<file path="src/rtl/assert_macros.svh">
// ---------------------------------------------------------------------------
// Assertion macros
// Shared concurrent assertion wrappers; empty when SYNTHESIS is defined.
// ---------------------------------------------------------------------------
`ifndef ASSERT_MACROS_SVH
`define ASSERT_MACROS_SVH

`ifndef SYNTHESIS

// Plain property check, disabled during reset
`define FPRC_ASSERT(lbl, clk, rst, prop, msg) \
   lbl: assert property (@(posedge clk) disable iff (rst) (prop)) else $error(msg);

// Next-cycle implication, disabled during reset
`define FPRC_ASSERT_NEXT(lbl, clk, rst, ante, cons, msg) \
   lbl: assert property (@(posedge clk) disable iff (rst) (ante) |=> (cons)) else $error(msg);

`else

`define FPRC_ASSERT(lbl, clk, rst, prop, msg)
`define FPRC_ASSERT_NEXT(lbl, clk, rst, ante, cons, msg)

`endif

`endif

</file>
<file path="src/rtl/fprc_pkg.sv">
// ---------------------------------------------------------------------------
// fprc_pkg
// Constants, codes, the packet summary struct and the CRC-32 byte update.
// ---------------------------------------------------------------------------
package fprc_pkg;

   // Packet framing
   localparam int HEADER_BYTES        = 18;
   localparam int CRC_BYTES           = 4;
   localparam int MIN_BYTES           = HEADER_BYTES + CRC_BYTES;
   localparam int MAX_PAYLOAD_DEFAULT = 128;

   // Reflected CRC-32
   localparam logic [31:0] CRC_POLY = 32'hEDB8_8320;
   localparam logic [31:0] CRC_INIT = 32'hFFFF_FFFF;

   // Reply codes
   localparam logic REPLY_ACK  = 1'b0;
   localparam logic REPLY_NACK = 1'b1;

   // Ordering status codes
   localparam logic [1:0] ORDER_IN_SEQ      = 2'd0;
   localparam logic [1:0] ORDER_GAP         = 2'd1;
   localparam logic [1:0] ORDER_STALE       = 2'd2;
   localparam logic [1:0] ORDER_NOT_CHECKED = 2'd3;

   // Summary of a packet at its last byte
   typedef struct packed {
      logic        judge;      // last byte taken, packet long enough
      logic        len_ok;     // length field consistent
      logic        crc_ok;     // computed CRC matches trailer
      logic [31:0] transfer;
      logic [31:0] sequence_no;
      logic [31:0] total;
   } pkt_type;

   // One byte through the reflected CRC-32, bit at a time
   function automatic logic [31:0] crc_byte(input logic [31:0] crc_i, input logic [7:0] b);
      logic [31:0] c;
      c = crc_i ^ {24'd0, b};
      for (int i = 0; i < 8; i++) begin
         c = (c >> 1) ^ (CRC_POLY & {32{c[0]}});
      end
      return c;
   endfunction

endpackage

</file>
<file path="src/rtl/fprc_parser.sv">
// ---------------------------------------------------------------------------
// fprc_parser
// Per-packet byte tracking: header capture, CRC over delayed bytes, trailer.
// ---------------------------------------------------------------------------
module fprc_parser
   import fprc_pkg::*;
#(
   parameter int MAX_PAYLOAD = MAX_PAYLOAD_DEFAULT
) (
   input  logic       clock,
   input  logic       reset,
   input  logic       take,
   input  logic [7:0] data_byte,
   input  logic       last_byte,
   output pkt_type    pkt
);

   localparam int          FULL_BYTES = HEADER_BYTES + MAX_PAYLOAD + CRC_BYTES;
   localparam logic [7:0]  FullPos    = 8'(FULL_BYTES);

   logic [7:0]  pos_ff,   pos_in;
   logic [31:0] xfer_ff,  xfer_in;
   logic [31:0] seq_ff,   seq_in;
   logic [31:0] total_ff, total_in;
   logic [15:0] hlen_ff,  hlen_in;
   logic [31:0] crc_ff,   crc_in;
   logic [31:0] trail_ff, trail_in;

   logic [31:0] crc_nx, trail_nx;
   logic [7:0]  pos_nx;
   logic [16:0] len_wide, len_expect;
   logic        in_use;

   assign in_use = pos_ff < FullPos;

   // Byte update, then clear at end of packet
   always_comb begin
      xfer_in  = xfer_ff;
      seq_in   = seq_ff;
      total_in = total_ff;
      hlen_in  = hlen_ff;
      crc_nx   = crc_ff;
      trail_nx = trail_ff;
      pos_nx   = pos_ff;
      if (take && in_use) begin
         if (pos_ff < 8'd4) begin
            xfer_in[8*pos_ff[1:0] +: 8] = data_byte;
         end else if (pos_ff < 8'd8) begin
            seq_in[8*pos_ff[1:0] +: 8] = data_byte;
         end else if (pos_ff < 8'd12) begin
            total_in[8*pos_ff[1:0] +: 8] = data_byte;
         end else if (pos_ff >= 8'd16 && pos_ff < 8'd18) begin
            hlen_in[8*pos_ff[0] +: 8] = data_byte;
         end
         // byte leaves the four-byte delay line into the CRC
         if (pos_ff >= 8'd4) begin
            crc_nx = crc_byte(crc_ff, trail_ff[7:0]);
         end
         trail_nx = {data_byte, trail_ff[31:8]};
         pos_nx   = pos_ff + 8'd1;
      end
      crc_in   = crc_nx;
      trail_in = trail_nx;
      pos_in   = pos_nx;
      if (take && last_byte) begin
         pos_in   = '0;
         xfer_in  = '0;
         seq_in   = '0;
         total_in = '0;
         hlen_in  = '0;
         crc_in   = CRC_INIT;
         trail_in = '0;
      end
   end

   // Packet summary
   assign len_wide   = {9'd0, pos_nx};
   assign len_expect = 17'(MIN_BYTES) + {1'b0, hlen_ff};

   always_comb begin
      pkt.judge       = take && last_byte && (pos_nx >= 8'(MIN_BYTES));
      pkt.len_ok      = (hlen_ff <= 16'(MAX_PAYLOAD))
                        && ((len_wide == len_expect) || (pos_nx == FullPos));
      pkt.crc_ok      = (~crc_nx) == trail_nx;
      pkt.transfer    = xfer_ff;
      pkt.sequence_no = seq_ff;
      pkt.total       = total_ff;
   end

   // State registers
   always_ff @(posedge clock) begin
      if (reset) begin
         pos_ff   <= '0;
         xfer_ff  <= '0;
         seq_ff   <= '0;
         total_ff <= '0;
         hlen_ff  <= '0;
         crc_ff   <= CRC_INIT;
         trail_ff <= '0;
      end else begin
         pos_ff   <= pos_in;
         xfer_ff  <= xfer_in;
         seq_ff   <= seq_in;
         total_ff <= total_in;
         hlen_ff  <= hlen_in;
         crc_ff   <= crc_in;
         trail_ff <= trail_in;
      end
   end

endmodule

</file>
<file path="src/rtl/firmware_packet_receive_checker_top.sv">
// Result timing: a result is registered and presented in the cycle after the last byte of a packet is taken.
// Throughput: one byte per cycle unless a last byte stalls; CRC-32 takes a full byte in one unrolled step.
// A last byte waits only while a previous result is still held and stalled.
// Reset: synchronous, active high; clears packet state, expected number to one, counters to zero.
// ---------------------------------------------------------------------------
// firmware_packet_receive_checker_top
// Byte-stream firmware packet checker: header parse, CRC-32, ordering and counters.
// ---------------------------------------------------------------------------
`include "assert_macros.svh"

module firmware_packet_receive_checker_top
   import fprc_pkg::*;
#(
   parameter int MAX_PAYLOAD = MAX_PAYLOAD_DEFAULT
) (
   input  logic        clock,
   input  logic        reset,
   input  logic        req_valid,
   output logic        req_stall,
   input  logic [7:0]  req_data_byte,
   input  logic        req_last_byte,
   output logic        rsp_valid,
   input  logic        rsp_stall,
   output logic [31:0] rsp_transfer_number,
   output logic [31:0] rsp_sequence_number,
   output logic        rsp_reply_code,
   output logic [1:0]  rsp_order_status,
   output logic        rsp_transfer_done,
   output logic [31:0] rsp_good_count,
   output logic [31:0] rsp_lost_count
);

   pkt_type     pkt;
   logic        take, produce, new_xfer;
   logic [31:0] exp_ff, exp_in;
   logic [31:0] rcv_ff, rcv_in, rcv_base;
   logic [31:0] mis_ff, mis_in, mis_base;
   logic        code_c, done_c;
   logic [1:0]  status_c;

   logic        valid_ff, valid_in;
   logic [31:0] xfer_ff, seq_ff, good_ff, lost_ff;
   logic        code_ff, done_ff;
   logic [1:0]  status_ff;

   // A last byte needs a free result slot; other bytes always flow
   assign req_stall = req_last_byte && valid_ff && rsp_stall;
   assign take      = req_valid && !req_stall;

   fprc_parser #(
      .MAX_PAYLOAD (MAX_PAYLOAD)
   ) u_parser (
      .clock     (clock),
      .reset     (reset),
      .take      (take),
      .data_byte (req_data_byte),
      .last_byte (req_last_byte),
      .pkt       (pkt)
   );

   // Ordering and counters
   assign new_xfer = (pkt.sequence_no == 32'd1) && (exp_ff == 32'd1);
   assign rcv_base = new_xfer ? '0 : rcv_ff;
   assign mis_base = new_xfer ? '0 : mis_ff;
   assign produce  = pkt.judge && pkt.len_ok;

   always_comb begin
      exp_in   = exp_ff;
      rcv_in   = rcv_ff;
      mis_in   = mis_ff;
      code_c   = REPLY_ACK;
      status_c = ORDER_IN_SEQ;
      done_c   = 1'b0;
      if (pkt.judge) begin
         rcv_in = rcv_base;
         mis_in = mis_base;
         if (pkt.len_ok) begin
            if (!pkt.crc_ok) begin
               code_c   = REPLY_NACK;
               status_c = ORDER_NOT_CHECKED;
            end else if (pkt.sequence_no == exp_ff) begin
               rcv_in = rcv_base + 32'd1;
               exp_in = exp_ff + 32'd1;
               done_c = pkt.sequence_no == pkt.total;
            end else if (pkt.sequence_no > exp_ff) begin
               status_c = ORDER_GAP;
               mis_in   = mis_base + (pkt.sequence_no - exp_ff);
               rcv_in   = rcv_base + 32'd1;
               exp_in   = pkt.sequence_no + 32'd1;
               done_c   = pkt.sequence_no == pkt.total;
            end else begin
               status_c = ORDER_STALE;
            end
         end
      end
   end

   // Result slot
   always_comb begin
      valid_in = valid_ff;
      if (produce) begin
         valid_in = 1'b1;
      end else if (!rsp_stall) begin
         valid_in = 1'b0;
      end
   end

   always_ff @(posedge clock) begin
      if (reset) begin
         exp_ff   <= 32'd1;
         rcv_ff   <= '0;
         mis_ff   <= '0;
         valid_ff <= 1'b0;
      end else begin
         exp_ff   <= exp_in;
         rcv_ff   <= rcv_in;
         mis_ff   <= mis_in;
         valid_ff <= valid_in;
      end
   end

   // Result payload, loaded only with a new item
   always_ff @(posedge clock) begin
      if (produce) begin
         xfer_ff   <= pkt.transfer;
         seq_ff    <= pkt.sequence_no;
         code_ff   <= code_c;
         status_ff <= status_c;
         done_ff   <= done_c;
         good_ff   <= rcv_in;
         lost_ff   <= mis_in;
      end
   end

   assign rsp_valid           = valid_ff;
   assign rsp_transfer_number = xfer_ff;
   assign rsp_sequence_number = seq_ff;
   assign rsp_reply_code      = code_ff;
   assign rsp_order_status    = status_ff;
   assign rsp_transfer_done   = done_ff;
   assign rsp_good_count      = good_ff;
   assign rsp_lost_count      = lost_ff;

   // Checks
   `FPRC_ASSERT(a_rsp_after_last, clock, reset, $rose(rsp_valid) |-> $past(req_valid && !req_stall && req_last_byte), "result without a last byte")
   `FPRC_ASSERT(a_nack_unchecked, clock, reset, (rsp_valid && rsp_reply_code == REPLY_NACK) |-> (rsp_order_status == ORDER_NOT_CHECKED), "NACK with ordering status")
   `FPRC_ASSERT(a_done_accepted, clock, reset, (rsp_valid && rsp_transfer_done) |-> (rsp_reply_code == REPLY_ACK && (rsp_order_status == ORDER_IN_SEQ || rsp_order_status == ORDER_GAP)), "done on a packet not accepted")
   `FPRC_ASSERT_NEXT(a_inorder_advance, clock, reset, produce && pkt.crc_ok && pkt.sequence_no == exp_ff, exp_ff == $past(exp_ff) + 32'd1, "expected number did not advance")

endmodule
</file>
<file path="config.mk">
export PLATFORM = sky130hd
export DESIGN_NAME = firmware_packet_receive_checker_top
export DESIGN_NICKNAME = d
export VERILOG_FILES = /design/src/rtl/fprc_pkg.sv /design/src/rtl/fprc_parser.sv /design/src/rtl/firmware_packet_receive_checker_top.sv
export VERILOG_INCLUDE_DIRS = /design/src /design/src/rtl
export SDC_FILE = /design/constraint.sdc
export NUM_CORES = 1
export LEC_CHECK = 0
export BUFFER_PORTS_ARGS = -buffer_cell sky130_fd_sc_hd__buf_2
export CAP_MARGIN = 20
export CELL_PAD_IN_SITES_DETAIL_PLACEMENT = 1
export CELL_PAD_IN_SITES_GLOBAL_PLACEMENT = 2
export CORE_AREA = 3 3 241 243
export DETAILED_ROUTE_END_ITERATION = 8
export DIE_AREA = 0 0 244 246
export GPL_TIMING_DRIVEN = 0
export PLACE_DENSITY = 0.93
export SYNTH_ARGS = -nofsm -noshare
export SYNTH_HDL_FRONTEND = slang
export SYNTH_HIERARCHICAL = 1
export SYNTH_SLANG_ARGS = --single-unit
export TNS_END_PERCENT = 20
</file>
<file path="constraint.sdc">
create_clock -name clock -period 18.66 [get_ports clock]
set_clock_uncertainty 0.15 [all_clocks]
set_input_delay 2.799 -clock clock [delete_from_list [all_inputs] [get_ports clock]]
set_output_delay 2.799 -clock clock [all_outputs]
set_load 0.03 [all_outputs]
</file>
# After elaboration in Yosys (flattened, before gate mapping)
# Index checks and enable logic that the tools add are counted.
word_totals:
  inputBits: 13
  word_cells: 113
  ff_bits: 413
  output_inout_bits: 134
op_classes:
  n_addsub: 9
  n_mux: 30
  bitwise: 13
  order_cmp: 10
  shifts: 4
  reduce_logical: 21
  n_eq_ne: 8
ops:
  columns: ["operator", "count"]
  rows:
  - ["$mux 32", 17]
  - ["$xor 31x32->32", 8]
  - ["$add 32x1->32 const B", 3]
  - ["$bwmux 32", 3]
  - ["$eq 32x32->1", 3]
  - ["$eq 32x1->1 const B", 2]
  - ["$neg 4->34", 1]
  - ["$neg 5->34", 1]
  - ["$shift 8x34->16 const A", 1]
  - ["$shift 8x34->32 const A", 1]
  - ["$shiftx 8x34->16", 1]
  - ["$shiftx 8x34->32", 1]
  - ["$add 32x32->32", 1]
  - ["$gt 32x32->1", 1]
  - ["$not 32->32", 1]
  - ["$sub 32x32->32", 1]
  - ["$xor 32x8->32", 1]
  - ["$add 5x16->17 const A", 1]
  - ["$eq 8x17->1", 1]
  - ["$bwmux 16", 1]
  - ["$ge 8x5->1 const B", 2]
  - ["$le 16x8->1 const B", 1]
  - ["$lt 8x4->1 const B", 2]
  - ["$logic_and 1x1->1", 10]
  - ["19 further kinds", 30]

# Depth between registers and ports, before layout
# Gate-level depths: netlist of run 1.
depth:
  word_depth: 16
  ltp_mapped: 21
  depth_no_buf: 17

# Cells and area by module
# The synthesis of run 1 kept the hierarchy.
modules_own_cells:
  columns: ["module", "instances", "cells_per_inst", "seq_area_each_um2", "area_per_inst_um2"]
  rows:
  - ["firmware_packet_receive_checker_top", 1, 1557, 5905.7, 14096.0]
  - ["fprc_parser", 1, 1036, 3683.5, 8784.7]

# Least setup slack after synthesis of run 1
# OpenSTA, ideal clock, no wires.
synth_path:
  kind: "input to register"
  startpoint: "input rsp_stall"
  endpoint: "register exp_ff[17]"
  required_time_ns: 18.419
  path_buffers: 5
  arrival_time_ns: 9.510
  setup_slack_ns: 8.909
  stages: 18
  path_cell_list: "and3_1 -> nor2b_1 -> clkbuf_1 -> o211ai_1 -> buf_2 -> nor3_1 -> a31oi_1 -> or4_1 -> o22ai_1 -> nand2_1 -> inv_1 -> nand2_1 -> clkbuf_1 -> a31oi_1 -> clkbuf_1 -> buf_1 -> nor2_1 -> a311oi_1"
synth_rtl:
  columns: ["element", "line", "source"]
  rows:
  - ["start, declared", "firmware_packet_receive_checker_top.sv:23", "input logic rsp_stall,"]
  - ["end signal, assigned", "firmware_packet_receive_checker_top.sv:115", "exp_ff <= exp_in;"]
  - ["end, declared", "firmware_packet_receive_checker_top.sv:35", "logic [31:0] exp_ff, exp_in;"]

==> results of run 1 <==
[per-stage QoR]
| stage | hold WS, ps | utilization | std cells |
|---|---|---|---|
| 5_1_grt | 295 | 0.468 | 3580 |
| 6_report | 282 | 0.468 | 3580 |
| 3_3_place_gp | 265 | 0.437 | 3489 |
| 3_5_place_dp | 267 | 0.438 | 3493 |
| 2_1_floorplan | 259 | - | 2593 |
| 4_1_cts | 281 | 0.468 | 3580 |
[registers in the layout, indices dropped and copies added (netlist names)]
name	flops
rsp_transfer_done	1
rsp_good_count	32
rsp_reply_code	1
rcv_ff	32
u_parser/seq_ff	32
u_parser/total_ff	32
exp_ff	32
u_parser/hlen_ff	16
u_parser/crc_ff	32
rsp_valid	1
rsp_sequence_number	32
rsp_lost_count	32
u_parser/pos_ff	8
rsp_transfer_number	32
u_parser/trail_ff	32
mis_ff	32
u_parser/xfer_ff	32
rsp_order_status	2
[cell type report]
type	instances	area [um2]
Buffer	141	556
Clock buffer	59	1330
Clock inverter	28	340
Fill cell	6677	29900
Inverter	145	549
Multi-Input combinational cell	1894	12200
Sequential cell	413	9590
Tap cell	756	946
Timing Repair Buffer	144	758
[routing by layer]
layer	global-route usage	share of wire	vias up
met2	0.498	0.47	754
li1	-	-	9549
met1	0.371	0.42	10400
met5	0	0	-
met4	0.112	0.043	0
met3	0.0457	0.062	233
[cells by family after synthesis]
kind of cell / after synthesis
AO/OA/AOI/OAI: 545
flip-flops: 413
buffers and inverters: 286
AND/OR/NAND/NOR: 981
multiplexers: 55
XOR/XNOR: 210
adder cells (fa/ha/maj): 103
[synth_stat cells (6+ instances only)]
master	count
sky130_fd_sc_hd__a211oi_1	16
sky130_fd_sc_hd__a21boi_0	6
sky130_fd_sc_hd__a21o_1	17
sky130_fd_sc_hd__a21oi_1	207
sky130_fd_sc_hd__a31oi_1	27
sky130_fd_sc_hd__a32oi_1	31
sky130_fd_sc_hd__and2_1	12
sky130_fd_sc_hd__and3_1	25
sky130_fd_sc_hd__buf_1	10
sky130_fd_sc_hd__buf_2	14
sky130_fd_sc_hd__clkbuf_1	114
sky130_fd_sc_hd__dfxtp_1	281
sky130_fd_sc_hd__edfxtp_1	132
sky130_fd_sc_hd__fa_1	31
sky130_fd_sc_hd__ha_1	72
sky130_fd_sc_hd__inv_1	145
sky130_fd_sc_hd__mux2_2	7
sky130_fd_sc_hd__mux2i_1	46
sky130_fd_sc_hd__nand2_1	299
sky130_fd_sc_hd__nand2b_1	9
sky130_fd_sc_hd__nand3_1	107
sky130_fd_sc_hd__nand4_1	44
sky130_fd_sc_hd__nor2_1	290
sky130_fd_sc_hd__nor2b_1	32
sky130_fd_sc_hd__nor3_1	60
sky130_fd_sc_hd__nor3b_1	8
sky130_fd_sc_hd__nor4_1	42
sky130_fd_sc_hd__o2111ai_1	9
sky130_fd_sc_hd__o211ai_1	28
sky130_fd_sc_hd__o21a_1	10
sky130_fd_sc_hd__o21ai_0	102
sky130_fd_sc_hd__o22ai_1	14
sky130_fd_sc_hd__o31ai_1	9
sky130_fd_sc_hd__or2_2	9
sky130_fd_sc_hd__or3_1	13
sky130_fd_sc_hd__or4_1	10
sky130_fd_sc_hd__xnor2_1	104
sky130_fd_sc_hd__xnor2_2	6
sky130_fd_sc_hd__xnor3_1	7
sky130_fd_sc_hd__xor2_1	85
[worst max-delay path by stage]
stage / endpoint / slack, ps / cells past startpoint
2_1_floorplan: exp_ff[17]$_SDFFE_PP0P_ / 8910 / 18
3_3_place_gp: exp_ff[6]$_SDFFE_PP0P_ / 4180 / 21
3_5_place_dp: exp_ff[6]$_SDFFE_PP0P_ / 7340 / 22
4_1_cts: exp_ff[6]$_SDFFE_PP0P_ / 7950 / 22
5_1_grt: exp_ff[6]$_SDFFE_PP0P_ / 7380 / 22
6_report: exp_ff[6]$_SDFFE_PP0P_ / 7790 / 22
[power by group through the flow]
stage | clock network (mW) | logic, mW | registers, mW
floorplan | 0 | 0.0425 | 0.947
global placement | 0 | 0.0687 | 0.948
detailed placement | 0 | 0.0701 | 0.948
CTS | 1.02 | 0.0706 | 0.929
global route | 1.06 | 0.0762 | 0.929
finish | 0.998 | 0.0717 | 0.929
[worst max-delay path, delay by kind of cell]
| family | cells | cell delay, ps |
|---|---|---|
| AOI/OAI and AO/OA | 5 | 1980 |
| buffers and inverters | 10 | 4740 |
| and+or+nand+nor | 7 | 1620 |
==> Flow_metrics.wiki, run 1 <==
{| class="wikitable"
! Metric !! Value
|-
| Total clock sinks || around 410
|-
| Critical hold path startpoint || u_parser/xfer_ff[25]$_SDFFE_PP0P_
|-
| Post-synth design cell area || about 0.023 mm2
|-
| Data required time of the critical path || 19010 ps
|-
| Number of cell instances on the worst register-to-register path || 19
|-
| Latest clock arrival within the worst-skew pair || just over 600 ps
|-
| CTS tree || built
|-
| Xor and xnor fraction of the mapped netlist area || 0.0917
|-
| Min-Delay Endpoint || rsp_transfer_number[25]$_DFFE_PP_
|-
| Post-cts gate resize count || 0
|-
| Type of destination of the critical path || register
|-
| Result of the run || finished clean
|-
| P_leak || roughly 10 nW
|-
| Die Wd || between 200 and 250 um
|-
| Proportion of synthesized chip area in sequential cells || 0.419
|-
| Final setup vio count || 0
|-
| Antenna-violating nets left || 0
|-
| Cells on Worst Hold Path || 0
|-
| Detailed Route Iter0 Violations || 1501
|-
| Clock tree buffer depth || 3
|-
| Post-route DRC || 0
|-
| Internal power || approximately 1.5 mW
|-
| Number of storage elements in the synthesis netlist || about 410
|-
| Maximum number of pins on one net before global-route repair || 89
|-
| Most common library cell in the layout ignoring fill and taps || sky130_fd_sc_hd__nand2_1
|-
| Headroom to the max-slew limit || 0.236
|-
| Via count normalized by instance count || between 5 and 6
|-
| Die area || about 0.060 mm2
|-
| Most common flop cell mapped by yosys || sky130_fd_sc_hd__dfxtp_1
|-
| Capture point of the worst reg-to-reg path || exp_ff[6]$_SDFFE_PP0P_
|-
| Area of all placed cells without fillers || 0.0263 mm2
|-
| Count of pins on the block boundary || about 150
|-
| Setup slack on the worst flop-to-flop path || approximately 10000 ps
|-
| ANT cells || 0
|-
| Synthesized-area fraction occupied by adder cells || 0.0665
|-
| Die Ht || 246 um
|-
| Area delta synth->final || 14.8%
|-
| Share of async-settable or async-resettable flops after synthesis || 0
|-
| Setup repair after global routing missed its margin || false
|-
| Post-synth cell types || slightly below 90
|-
| Top-area cell type share of the netlist area || 0.246
|-
| WL final || approximately 89 mm
|-
| Final critical-path share of the clock period || 0.583
|-
| Detail-routed net length per standard cell || approximately 25 um
|-
| Routability-driven placement congestion ratio || ~0.97
|-
| Clk root buf || sky130_fd_sc_hd__clkbuf_16
|-
| Clock network fraction of total power || 0.499
|-
| Fraction of power spent switching nets || 0.231
|-
| Number of CTS-inserted buffers || 48
|-
| Post-CTS Setup Inserts || 0
|-
| Synth warn || 6
|-
| Critical path fanouts, max || 88
|-
| VDD IR-drop max || 0.0637 mV
|-
| Synthesized-area fraction occupied by and/or/nand/nor cells || 0.199
|-
| Count of input and output buffers || 140
|-
| First-pass iteration count of the detailed router || 5
|-
| Total power per unit cell area || 76.1 mW/mm2
|-
| Total chip power || 2.00 mW
|-
| Final-report max-slew violation count || 0
|-
| Post-layout min period || between 10000 and 15000 ps
|-
| First-pass GRT wire length || ~130 mm
|-
| Placement Cell Area || 0.0246 mm2
|-
| Synthesized-area fraction occupied by ao, oa, aoi and oai cells || 0.150
|-
| Number of enable-type register cells in the synthesized netlist || between 100 and 150
|-
| Syn_nets || between 2000 and 3000
|-
| Vias in the first global route || ~22000
|-
| Worst-path cell with the longest stage delay || sky130_fd_sc_hd__a31oi_1
|-
| Startpoint of the worst register-to-register path || u_parser/pos_ff[1]$_SDFF_PP0_
|-
| Combinational family with the most area after synthesis || simple AND/OR/NAND/NOR gates
|-
| Fin. Hold Viols || 0
|-
| Most frequent CP cell || sky130_fd_sc_hd__clkbuf_1
|-
| Critical path class || in2reg
|-
| Crit path cell chain || buf_2, and3_1, nor2b_1, clkbuf_1, o211ai_1, buf_2, buf_1, clkbuf_1, a31oi_1, nor4b_1, nand3_1, o22ai_1, nand2_1, inv_6, buf_16, nand2_1, clkbuf_1, a31oi_1, clkbuf_1, buf_1, a21oi_1, nor3_1
|-
| Top library cells by usage in the layout, fill and taps aside || 299 x sky130_fd_sc_hd__nand2_1, 290 x sky130_fd_sc_hd__nor2_1, 281 x sky130_fd_sc_hd__dfxtp_1, 207 x sky130_fd_sc_hd__a21oi_1, 154 x sky130_fd_sc_hd__buf_2
|-
| Fraction of final layout cells with drive strength greater than 1 || 0.103
|-
| Post-CTS Hold Fix Bufs || 0
|-
| Initial antenna violation count || 0
|-
| Portion of netlist area occupied by mux cells || 0.0255
|-
| Avg Synthesized Cell Area || slightly below 9 um2
|-
| Top cell type by total area after synthesis || sky130_fd_sc_hd__dfxtp_1
|-
| Half-perimeter wire length of the detailed placement result || 66.8 mm
|-
| Combinational fraction of design power || 0.036
|-
| Effective utilization at floorplan || 0.407
|-
| Final setup margin || 7790 ps
|-
| All-layer global routing usage || 0.291
|-
| Part of the power in registers || 0.465
|-
| Max-cap violation count || 0
|-
| Transition at the pin with the smallest max-transition slack || 1140 ps
|-
| Post-CTS clock slew at the launch and capture registers of the worst setup and hold paths || 60 ps
|-
| Hold crit path type || reg2reg
|-
| Power spent charging and discharging nets || around 460 uW
|-
| Post-route setup TNS || 0 ps
|-
| Total Nets Final || between 2000 and 3000
|-
| Stage delay of the slowest cell on the critical path || roughly 930 ps
|-
| Worst slack after detailed placement || about 7300 ps
|-
| Top achievable clock speed || between 90 and 100 MHz
|-
| Total congestion overflow after global routing || 0
|-
| Data arrival time of the critical path || between 10000 and 15000 ps
|-
| Site row count || slightly below 90
|-
| Number of vias in the routed layout || between 20000 and 25000
|-
| Mapped Cells || ~2600
|-
| Top cells by area, synth || sky130_fd_sc_hd__dfxtp_1 25%, sky130_fd_sc_hd__edfxtp_1 17%, sky130_fd_sc_hd__nand2_1 4.9%, sky130_fd_sc_hd__nor2_1 4.8%, sky130_fd_sc_hd__a21oi_1 4.5%
|-
| Startpoint Class || input pin
|-
| Startpoint of the worst setup timing path || req_last_byte
|-
| Core Area || between 0.05 and 0.06 mm2
|-
| Total number of H-tree levels || 2
|}
(Power assumes the default switching activity.)
==> inputs of run 2 (changes only) <==
CORE_AREA = 3 3 250 252   (was 3 3 241 243)
DIE_AREA = 0 0 253 255   (was 0 0 244 246)
PLACE_DENSITY = 0.88   (was 0.93)
clock period = 10.68 ns   (was 18.66 ns; I/O delays follow)
==> run 2 against run 1 <==
Compared with the run above:
- non-clock buffer count did not move
- critical path type unchanged
- highest routed layer unchanged
- sequential power increased by 74%
- clock power is 90% higher
- power is 83% higher
- sequential share of layout area fell by 0.26 points
- worst hold slack better by 1.0 ps
==> Flow_metrics.wiki, run 2 (synthesized netlist as in run 1, its figures left out) <==
{| class="wikitable"
! Metric !! Value
|-
| Result of the run || finished clean (unchanged)
|-
| Post-CTS clock slew at the launch and capture registers of the worst setup and hold paths || 60 ps (about the same)
|-
| Max-cap violation count || 0 (unchanged)
|-
| Initial antenna violation count || 1 (was 0)
|-
| Via count normalized by instance count || 5.85 (was 5.86)
|-
| Final std cells w/o fill || 3610 (was 3580)
|-
| Headroom to the max-slew limit || 0.205 (was 0.236)
|-
| Vias in the first global route || 21600 (was 21800)
|-
| Area delta synth->final || 15.7% (was 14.8%)
|-
| Clk root buf || sky130_fd_sc_hd__clkbuf_16 (unchanged)
|-
| Setup slack on the worst flop-to-flop path || 1360 ps (was 9790 ps)
|-
| Capture point of the worst reg-to-reg path || exp_ff[6]$_SDFFE_PP0P_ (unchanged)
|-
| Startpoint of the worst setup timing path || req_last_byte (unchanged)
|-
| Total congestion overflow after global routing || 0 (unchanged)
|-
| Count of input and output buffers || 140 (unchanged)
|-
| Share of the core filled with cells || 0.438 (was 0.468)
|-
| Die area || 0.0645 mm2 (was 0.0600 mm2)
|-
| Data required time of the critical path || 11060 ps (was 19010 ps)
|-
| Final critical-path share of the clock period || 0.946
|-
| Most frequent CP cell || sky130_fd_sc_hd__clkbuf_1 (unchanged)
|-
| Site row count || 90 (was 87)
|-
| Hold crit path type || reg2reg (unchanged)
|-
| Count of pins on the block boundary || 147 (unchanged)
|-
| Fraction of final layout cells with drive strength greater than 1 || 0.105 (was 0.103)
|-
| Latest clock arrival within the worst-skew pair || 620 ps (was 610 ps)
|-
| Critical Path End || exp_ff[6]$_SDFFE_PP0P_ (unchanged)
|-
| Half-perimeter wire length of the detailed placement result || 68.4 mm (was 66.8 mm)
|-
| Total number of H-tree levels || 2 (unchanged)
|-
| CTS tree || built (unchanged)
|-
| Fraction of power spent switching nets || 0.226 (was 0.231)
|-
| Internal power || 2.83 mW (was 1.54 mW)
|-
| Most common library cell in the layout ignoring fill and taps || sky130_fd_sc_hd__nand2_1 (unchanged)
|-
| Maximum number of pins on one net before global-route repair || 97 (was 89)
|-
| Die Ht || 255 um (was 246 um)
|-
| Number of vias in the routed layout || 21100 (was 21000)
|-
| Critical path class || in2reg (unchanged)
|-
| Post-route DRC || 0 (unchanged)
|-
| ANT cells || 0 (unchanged)
|-
| Part of the power in registers || 0.444 (was 0.465)
|-
| First-pass GRT wire length || 135 mm (was 134 mm)
|-
| Transition at the pin with the smallest max-transition slack || 1190 ps (was 1140 ps)
|-
| All-layer global routing usage || 0.276 (was 0.291)
|-
| Final setup vio count || 0 (unchanged)
|-
| Number of CTS-inserted buffers || 49 (was 48)
|-
| Startpoint of the worst register-to-register path || rsp_valid$_SDFFE_PP0P_ (was u_parser/pos_ff[1]$_SDFF_PP0_)
|-
| Top library cells by usage in the layout, fill and taps aside || 299 x sky130_fd_sc_hd__nand2_1, 290 x sky130_fd_sc_hd__nor2_1, 281 x sky130_fd_sc_hd__dfxtp_1, 207 x sky130_fd_sc_hd__a21oi_1, 154 x sky130_fd_sc_hd__buf_2 (unchanged)
|-
| Power spent charging and discharging nets || 825 uW (was 462 uW)
|-
| Die Wd || 253 um (was 244 um)
|-
| Setup repair after global routing missed its margin || false (unchanged)
|-
| Worst-path cell with the longest stage delay || sky130_fd_sc_hd__a31oi_1 (unchanged)
|-
| P_leak || 10.1 nW (was 10.0 nW)
|-
| First-pass iteration count of the detailed router || 5 (unchanged)
|-
| Clock tree buffer depth || 3 (unchanged)
|-
| Critical path fanouts, max || 96 (was 88)
|-
| Post-CTS Hold Fix Bufs || 0 (unchanged)
|-
| Final-report max-slew violation count || 0 (unchanged)
|-
| Crit path cell chain || buf_2, and3_1, nor2b_1, clkbuf_1, o211ai_1, buf_2, buf_1, clkbuf_1, a31oi_1, nor4b_1, nand3_1, o22ai_1, nand2_1, inv_6, buf_16, nand2_1, clkbuf_1, a31oi_1, clkbuf_1, buf_1, a21oi_1, nor3_1 (unchanged)
|-
| Routability-driven placement congestion ratio || 0.983 (was 0.969)
|-
| Combinational fraction of design power || 0.035 (was 0.036)
|-
| Antenna-violating nets left || 0 (unchanged)
|-
| Data arrival time of the critical path || 10480 ps (was 11230 ps)
|-
| Top achievable clock speed || 99.0 MHz
|-
| Post-cts gate resize count || 0 (unchanged)
|-
| Clock network fraction of total power || 0.521 (was 0.499)
|-
| Stage delay of the slowest cell on the critical path || 850 ps (was 930 ps)
|-
| Detail-routed net length per standard cell || 25.2 um (was 24.8 um)
|-
| Total Nets Final || 2904 (was 2903)
|-
| Total clock sinks || 413 (unchanged)
|-
| WL final || 91.1 mm (was 88.6 mm)
|-
| Post-layout min period || 10100 ps
|-
| Startpoint Class || input pin (unchanged)
|-
| Number of placed instances, taps included || 3518 (was 3493)
|-
| Total power per unit cell area || 138 mW/mm2 (was 76.1 mW/mm2)
|-
| Fin. Hold Viols || 0 (unchanged)
|-
| Post-CTS Setup Inserts || 0 (unchanged)
|-
| Effective utilization at floorplan || 0.379 (was 0.407)
|-
| VDD IR-drop max || 0.121 mV (was 0.0637 mV)
|-
| Core Area || 0.0604 mm2 (was 0.0562 mm2)
|-
| Detailed Route Iter0 Violations || 1776 (was 1501)
|-
| Type of destination of the critical path || register (unchanged)
|-
| Number of cell instances on the worst register-to-register path || 21 (was 19)
|}
-- run 2: metrics by stage --
step	hold WS, ps	setup slack (ps)	setup TNS [ps]	total power, mW	instance area, um2
2_1_floorplan	259	2130	0	1.73	22900
3_3_place_gp	271	-2930	-266160	1.78	24600
3_5_place_dp	272	210	0	1.78	24600
4_1_cts	287	857	0	3.69	26500
5_1_grt	298	406	0	3.75	26500
6_report	283	579	0	3.66	26500
-- run 2: layer usage --
layer | track usage | share of wire | up-vias
met1 | 0.354 | 0.42 | 10600
met3 | 0.0304 | 0.056 | 209
met2 | 0.479 | 0.48 | 748
li1 | - | - | 9566
met4 | 0.107 | 0.039 | 0
met5 | 0 | 0 | -
-- run 2: how the worst min path moves through the flow --
| stage | startpoint | end | slack [ps] | depth (start not counted) |
|---|---|---|---|---|
| after floorplan | u_parser/xfer_ff[10]$_SDFFE_PP0P_ | rsp_transfer_number[10]$_DFFE_PP_ | 260 | 0 |
| after global placement | u_parser/xfer_ff[2]$_SDFFE_PP0P_ | rsp_transfer_number[2]$_DFFE_PP_ | 270 | 0 |
| after detailed placement | u_parser/xfer_ff[2]$_SDFFE_PP0P_ | rsp_transfer_number[2]$_DFFE_PP_ | 270 | 0 |
| after CTS | u_parser/xfer_ff[20]$_SDFFE_PP0P_ | rsp_transfer_number[20]$_DFFE_PP_ | 290 | 0 |
| after global routing | u_parser/xfer_ff[11]$_SDFFE_PP0P_ | rsp_transfer_number[11]$_DFFE_PP_ | 300 | 0 |
| final | u_parser/xfer_ff[2]$_SDFFE_PP0P_ | rsp_transfer_number[2]$_DFFE_PP_ | 280 | 0 |
-- run 2: area by class of cell --
type | instances | area (um2)
Clock inverter | 27 | 450
Fill cell | 7107 | 33900
Timing Repair Buffer | 144 | 758
Multi-Input combinational cell | 1894 | 12200
Clock buffer | 64 | 1380
Tap cell | 782 | 978
Buffer | 141 | 556
Inverter | 145 | 549
Sequential cell | 413 | 9590
-- run 2: worst max-delay path, delay by kind of cell --
family	cells	cell delay, ps
AND/OR/NAND/NOR	7	1670
AO/OA/AOI/OAI	5	2180
buffers and inverters	10	4920
-- run 2: power groups by stage --
| stage | clock network (mW) | registers (mW) | logic [mW] |
|---|---|---|---|
| final | 1.90 | 1.62 | 0.128 |
| after global routing | 2.00 | 1.62 | 0.134 |
| after CTS | 1.94 | 1.62 | 0.125 |
| after detailed placement | 0 | 1.66 | 0.124 |
| after global placement | 0 | 1.66 | 0.122 |
| after floorplan | 0 | 1.65 | 0.0742 |
==> inputs of run 3 (changes only) <==
CORE_AREA = 3 3 251 253   (was 3 3 250 252)
DIE_AREA = 0 0 254 256   (was 0 0 253 255)
PLACE_DENSITY = 0.9   (was 0.88)
SYNTH_HIERARCHICAL = unset   (was 1)
clock period = 11.1 ns   (was 10.68 ns; I/O delays follow)
==> run 3 against run 2 <==
Compared with the run above:
- worst hold slack barely moved
- sequential share of layout area fell by 0.97 points
- clock power fell by 10%
==> Flow_metrics.wiki, run 3 <==
{| class="wikitable"
! Metric !! Value
|-
| Total Nets Final || 3007 (was 2904)
|-
| Family with the most delay on the worst path || compound AO/OA/AOI/OAI gates (was buffers and inverters)
|-
| Number of storage elements in the synthesis netlist || 413 (unchanged)
|-
| Effective utilization at floorplan || 0.387 (was 0.379)
|-
| Capture point of the worst reg-to-reg path || mis_ff[30]$_SDFF_PP0_ (was exp_ff[6]$_SDFFE_PP0P_)
|-
| Syn_nets || 2806 (was 2709)
|-
| Fraction of final layout cells with drive strength greater than 1 || 0.100 (was 0.105)
|-
| Maximum number of pins on one net before global-route repair || 74 (was 97)
|-
| Area taken by multi-input logic gates || 0.0129 mm2 (was 0.0122 mm2)
|-
| Number of enable-type register cells in the synthesized netlist || 132 (unchanged)
|-
| Top cells by count, synth || 308 x sky130_fd_sc_hd__nor2_1, 281 x sky130_fd_sc_hd__dfxtp_1, 262 x sky130_fd_sc_hd__nand2_1 (was 299 x sky130_fd_sc_hd__nand2_1, 290 x sky130_fd_sc_hd__nor2_1, 281 x sky130_fd_sc_hd__dfxtp_1)
|-
| VDD IR-drop max || 0.102 mV (was 0.121 mV)
|-
| First-pass GRT wire length || 139 mm (was 135 mm)
|-
| Total congestion overflow after global routing || 0 (unchanged)
|-
| Critical hold path startpoint || u_parser.xfer_ff[15]$_SDFFE_PP0P_ (was u_parser/xfer_ff[2]$_SDFFE_PP0P_)
|-
| Fin. Hold Viols || 0 (unchanged)
|-
| Worst slack after detailed placement || 3710 ps (was 210 ps)
|-
| Proportion of synthesized chip area in sequential cells || 0.404 (was 0.419)
|-
| Cells on Worst Hold Path || 0 (unchanged)
|-
| Post-layout min period || a little over 7000 ps
|-
| Count of input and output buffers || 144 (was 140)
|-
| WL final || 92.0 mm (was 91.1 mm)
|-
| Stage delay of the slowest cell on the critical path || 520 ps (was 850 ps)
|-
| Most frequently used cell type in the post-synthesis netlist || sky130_fd_sc_hd__nor2_1 (was sky130_fd_sc_hd__nand2_1)
|-
| Max-cap violation count || 0 (unchanged)
|-
| Post-CTS Setup Inserts || 0 (unchanged)
|-
| Antenna-violating nets left || 0 (unchanged)
|-
| Routability-driven placement congestion ratio || 0.949 (was 0.983)
|-
| Latest clock arrival within the worst-skew pair || 610 ps (was 620 ps)
|-
| Critical path fanouts, max || 10 (was 96)
|-
| Hold crit path type || reg2reg (unchanged)
|-
| Site row count || 91 (was 90)
|-
| Transition at the pin with the smallest max-transition slack || 1050 ps (was 1190 ps)
|-
| Setup repair after global routing missed its margin || false (unchanged)
|-
| Top library cells by usage in the layout, fill and taps aside || 308 x sky130_fd_sc_hd__nor2_1, 281 x sky130_fd_sc_hd__dfxtp_1, 262 x sky130_fd_sc_hd__nand2_1, 203 x sky130_fd_sc_hd__a21oi_1, 162 x sky130_fd_sc_hd__buf_2 (was 299 x sky130_fd_sc_hd__nand2_1, 290 x sky130_fd_sc_hd__nor2_1, 281 x sky130_fd_sc_hd__dfxtp_1, 207 x sky130_fd_sc_hd__a21oi_1, 154 x sky130_fd_sc_hd__buf_2)
|-
| Total number of H-tree levels || 2 (unchanged)
|-
| Number of vias in the routed layout || 21800 (was 21100)
|-
| Vias in the first global route || 22100 (was 21600)
|-
| Most frequent CP cell || sky130_fd_sc_hd__clkbuf_1 (unchanged)
|-
| Final setup margin || 3890 ps (was 579 ps)
|-
| Post-route setup TNS || 0 ps (unchanged)
|-
| Data required time of the critical path || 11410 ps (was 11060 ps)
|-
| Critical path class || reg2reg (was in2reg)
|-
| Half-perimeter wire length of the detailed placement result || 70.8 mm (was 68.4 mm)
|-
| Final std cells w/o fill || 3722 (was 3610)
|-
| Top cells by area, synth || sky130_fd_sc_hd__dfxtp_1 24%, sky130_fd_sc_hd__edfxtp_1 17%, sky130_fd_sc_hd__nor2_1 4.9%, sky130_fd_sc_hd__xnor2_1 4.6%, sky130_fd_sc_hd__a21oi_1 4.3% (was sky130_fd_sc_hd__dfxtp_1 25%, sky130_fd_sc_hd__edfxtp_1 17%, sky130_fd_sc_hd__nand2_1 4.9%, sky130_fd_sc_hd__nor2_1 4.8%, sky130_fd_sc_hd__a21oi_1 4.5%)
|-
| Crit path cell chain || clkbuf_1, nor4_1, nand4_1, or4_1, clkbuf_1, clkbuf_1, clkbuf_1, nand2_1, fa_1, inv_1, fa_1, a21o_1, a211oi_1, o21ai_0, a22oi_1, a2bb2oi_1, o211a_1, o31ai_1, a21o_1, a21oi_1, xor2_1, o21ai_1, nor2b_1 (was buf_2, and3_1, nor2b_1, clkbuf_1, o211ai_1, buf_2, buf_1, clkbuf_1, a31oi_1, nor4b_1, nand3_1, o22ai_1, nand2_1, inv_6, buf_16, nand2_1, clkbuf_1, a31oi_1, clkbuf_1, buf_1, a21oi_1, nor3_1)
|-
| Type of destination of the critical path || register (unchanged)
|-
| P_leak || 10.8 nW (was 10.1 nW)
|-
| Avg Synthesized Cell Area || 8.82 um2 (about the same)
|-
| Area delta synth->final || 14.7% (was 15.7%)
|-
| Worst Path Buf+Inv || 5 (was 10)
|-
| CTS tree || built (unchanged)
|-
| Clock tree buffer depth || 3 (unchanged)
|-
| Data arrival time of the critical path || 7520 ps (was 10480 ps)
|-
| Die area || 0.0650 mm2 (was 0.0645 mm2)
|-
| Post-CTS Hold Fix Bufs || 0 (unchanged)
|-
| First-pass iteration count of the detailed router || 5 (unchanged)
|-
| Via count normalized by instance count || 5.86 (was 5.85)
|-
| Post-CTS clock slew at the launch and capture registers of the worst setup and hold paths || 60 ps (about the same)
|-
| Die Wd || 254 um (was 253 um)
|-
| Synth warn || 0 (was 6)
|-
| Detail-routed net length per standard cell || 24.7 um (was 25.2 um)
|-
| Worst-path cell with the longest stage delay || sky130_fd_sc_hd__clkbuf_1 (was sky130_fd_sc_hd__a31oi_1)
|-
| Top achievable clock speed || roughly 140 MHz
|-
| Share of async-settable or async-resettable flops after synthesis || 0 (unchanged)
|-
| Post-cts gate resize count || 0 (unchanged)
|-
| Post-route DRC || 0 (unchanged)
|-
| Total clock sinks || 413 (unchanged)
|-
| Number of cell instances on the worst register-to-register path || 23 (was 21)
|-
| Final-report max-slew violation count || 0 (unchanged)
|-
| Clk root buf || sky130_fd_sc_hd__clkbuf_16 (unchanged)
|-
| Final critical-path share of the clock period || 0.649
|-
| Startpoint of the worst register-to-register path || u_parser.seq_ff[4]$_SDFFE_PP0P_ (was rsp_valid$_SDFFE_PP0P_)
|-
| Initial antenna violation count || 0 (was 1)
|-
| Headroom to the max-slew limit || 0.298 (was 0.205)
|-
| Area occupied by registers || 0.00959 mm2 (unchanged)
|-
| Die Ht || 256 um (was 255 um)
|-
| Number of CTS-inserted buffers || 49 (unchanged)
|-
| Final setup vio count || 0 (unchanged)
|-
| Min-Delay Endpoint || rsp_transfer_number[15]$_DFFE_PP_ (was rsp_transfer_number[2]$_DFFE_PP_)
|-
| Startpoint Class || register (was input pin)
|-
| Most common library cell in the layout ignoring fill and taps || sky130_fd_sc_hd__nor2_1 (was sky130_fd_sc_hd__nand2_1)
|-
| Mapped Cells || 2689 (was 2593)
|-
| Core Area || 0.0613 mm2 (was 0.0604 mm2)
|-
| Most common flop cell mapped by yosys || sky130_fd_sc_hd__dfxtp_1 (unchanged)
|-
| Number of placed instances, taps included || 3628 (was 3518)
|-
| Final-layout fill cell count || 7225 (was 7107)
|-
| Post-synth design cell area || 0.0237 mm2 (was 0.0229 mm2)
|-
| Total power per unit cell area || 125 mW/mm2 (was 138 mW/mm2)
|-
| Count of pins on the block boundary || 147 (unchanged)
|-
| All-layer global routing usage || 0.278 (was 0.276)
|-
| Top cell type by total area after synthesis || sky130_fd_sc_hd__dfxtp_1 (unchanged)
|-
| Share of the core filled with cells || 0.444 (was 0.438)
|-
| Top-area cell type share of the netlist area || 0.237 (was 0.246)
|-
| Result of the run || finished clean (unchanged)
|-
| Post-synth cell types || 85 (was 88)
|-
| Detailed Route Iter0 Violations || 1747 (was 1776)
|-
| Setup slack on the worst flop-to-flop path || 3890 ps (was 1360 ps)
|}
## run 3: changes by cell type after synthesis, sizes merged, moves of 17 or more
cell / before / now
xnor2: 110 / 136
o31ai: 10 / 34
a21o: 17 / 38
nand2: 299 / 262
a31oi: 27 / 45
xor2: 86 / 38
nor2: 290 / 310
clkbuf: 115 / 132
nor3: 62 / 45
a32oi: 31 / 5
o21ai: 103 / 136
## run 3: power by group
group          switching (mW)  internal [mW]
logic                  0.0947         0.0304
clock network           0.702           1.01
registers             0.00378           1.55
total                   0.800           2.59
## run 3: cell families after synthesis
group	after synthesis	share of synthesized area
AND/OR/NAND/NOR	991	0.200
multiplexers	46	0.0197
XOR/XNOR	199	0.0959
adder cells (fa/ha/maj)	104	0.0647
flip-flops	413	0.404
buffers and inverters	319	0.0523
AO/OA/AOI/OAI	617	0.163
## run 3: routing by layer
metal,track usage,part of all wire,up-vias
met5,0,0,-
met2,0.430,0.44,819
met4,0.0991,0.039,0
met3,0.0465,0.067,184
li1,-,-,9955
met1,0.392,0.45,10900
## run 3: worst reg2reg max path, cell delays in order, from the launching register on
cell and delay, ps:
sky130_fd_sc_hd__dfxtp_1 510, sky130_fd_sc_hd__clkbuf_1 520, sky130_fd_sc_hd__nor4_1 200, sky130_fd_sc_hd__nand4_1 170
sky130_fd_sc_hd__or4_1 160, sky130_fd_sc_hd__clkbuf_1 340, sky130_fd_sc_hd__clkbuf_1 510, sky130_fd_sc_hd__clkbuf_1 480
sky130_fd_sc_hd__nand2_1 160, sky130_fd_sc_hd__fa_1 500, sky130_fd_sc_hd__inv_1 70, sky130_fd_sc_hd__fa_1 480
sky130_fd_sc_hd__a21o_1 230, sky130_fd_sc_hd__a211oi_1 280, sky130_fd_sc_hd__o21ai_0 200, sky130_fd_sc_hd__a22oi_1 480
sky130_fd_sc_hd__a2bb2oi_1 470, sky130_fd_sc_hd__o211a_1 260, sky130_fd_sc_hd__o31ai_1 110, sky130_fd_sc_hd__a21o_1 200
sky130_fd_sc_hd__a21oi_1 160, sky130_fd_sc_hd__xor2_1 170, sky130_fd_sc_hd__o21ai_1 90, sky130_fd_sc_hd__nor2b_1 160
## run 3: final cells by class
cell class	count	share of cell area
multi-input cells	1957	0.474
flip-flops and latches	413	0.353
clock buffers	61	0.0483
well taps	790	0.0364
repair buffers	150	0.0289
plain buffers	161	0.0238
inverters	158	0.0220
clock inverters	31	0.0137
diodes	1	0.0000920
## run 3: per-stage QoR
stage / power (mW) / instance area [um2] / hold WS (ps)
2_1_floorplan: 1.66 / 23700 / 259
3_3_place_gp: 1.71 / 25400 / 269
3_5_place_dp: 1.71 / 25500 / 273
4_1_cts: 3.42 / 27200 / 287
5_1_grt: 3.48 / 27200 / 298
6_report: 3.39 / 27200 / 283
## run 3: worst max-delay path by stage
| stage | startpoint | to | slack (ps) | cells past startpoint |
|---|---|---|---|---|
| after global routing | u_parser.seq_ff[4]$_SDFFE_PP0P_ | mis_ff[30]$_SDFF_PP0_ | 3350 | 23 |
| after detailed placement | req_last_byte | rsp_good_count[3]$_DFFE_PP_ | 3710 | 15 |
| after floorplan | req_last_byte | rsp_good_count[0]$_DFFE_PP_ | 4220 | 11 |
| after global placement | req_last_byte | rsp_sequence_number[20]$_DFFE_PP_ | 1500 | 10 |
| final | u_parser.seq_ff[4]$_SDFFE_PP0P_ | mis_ff[30]$_SDFF_PP0_ | 3890 | 23 |
| after CTS | u_parser.seq_ff[4]$_SDFFE_PP0P_ | mis_ff[30]$_SDFF_PP0_ | 3850 | 23 |
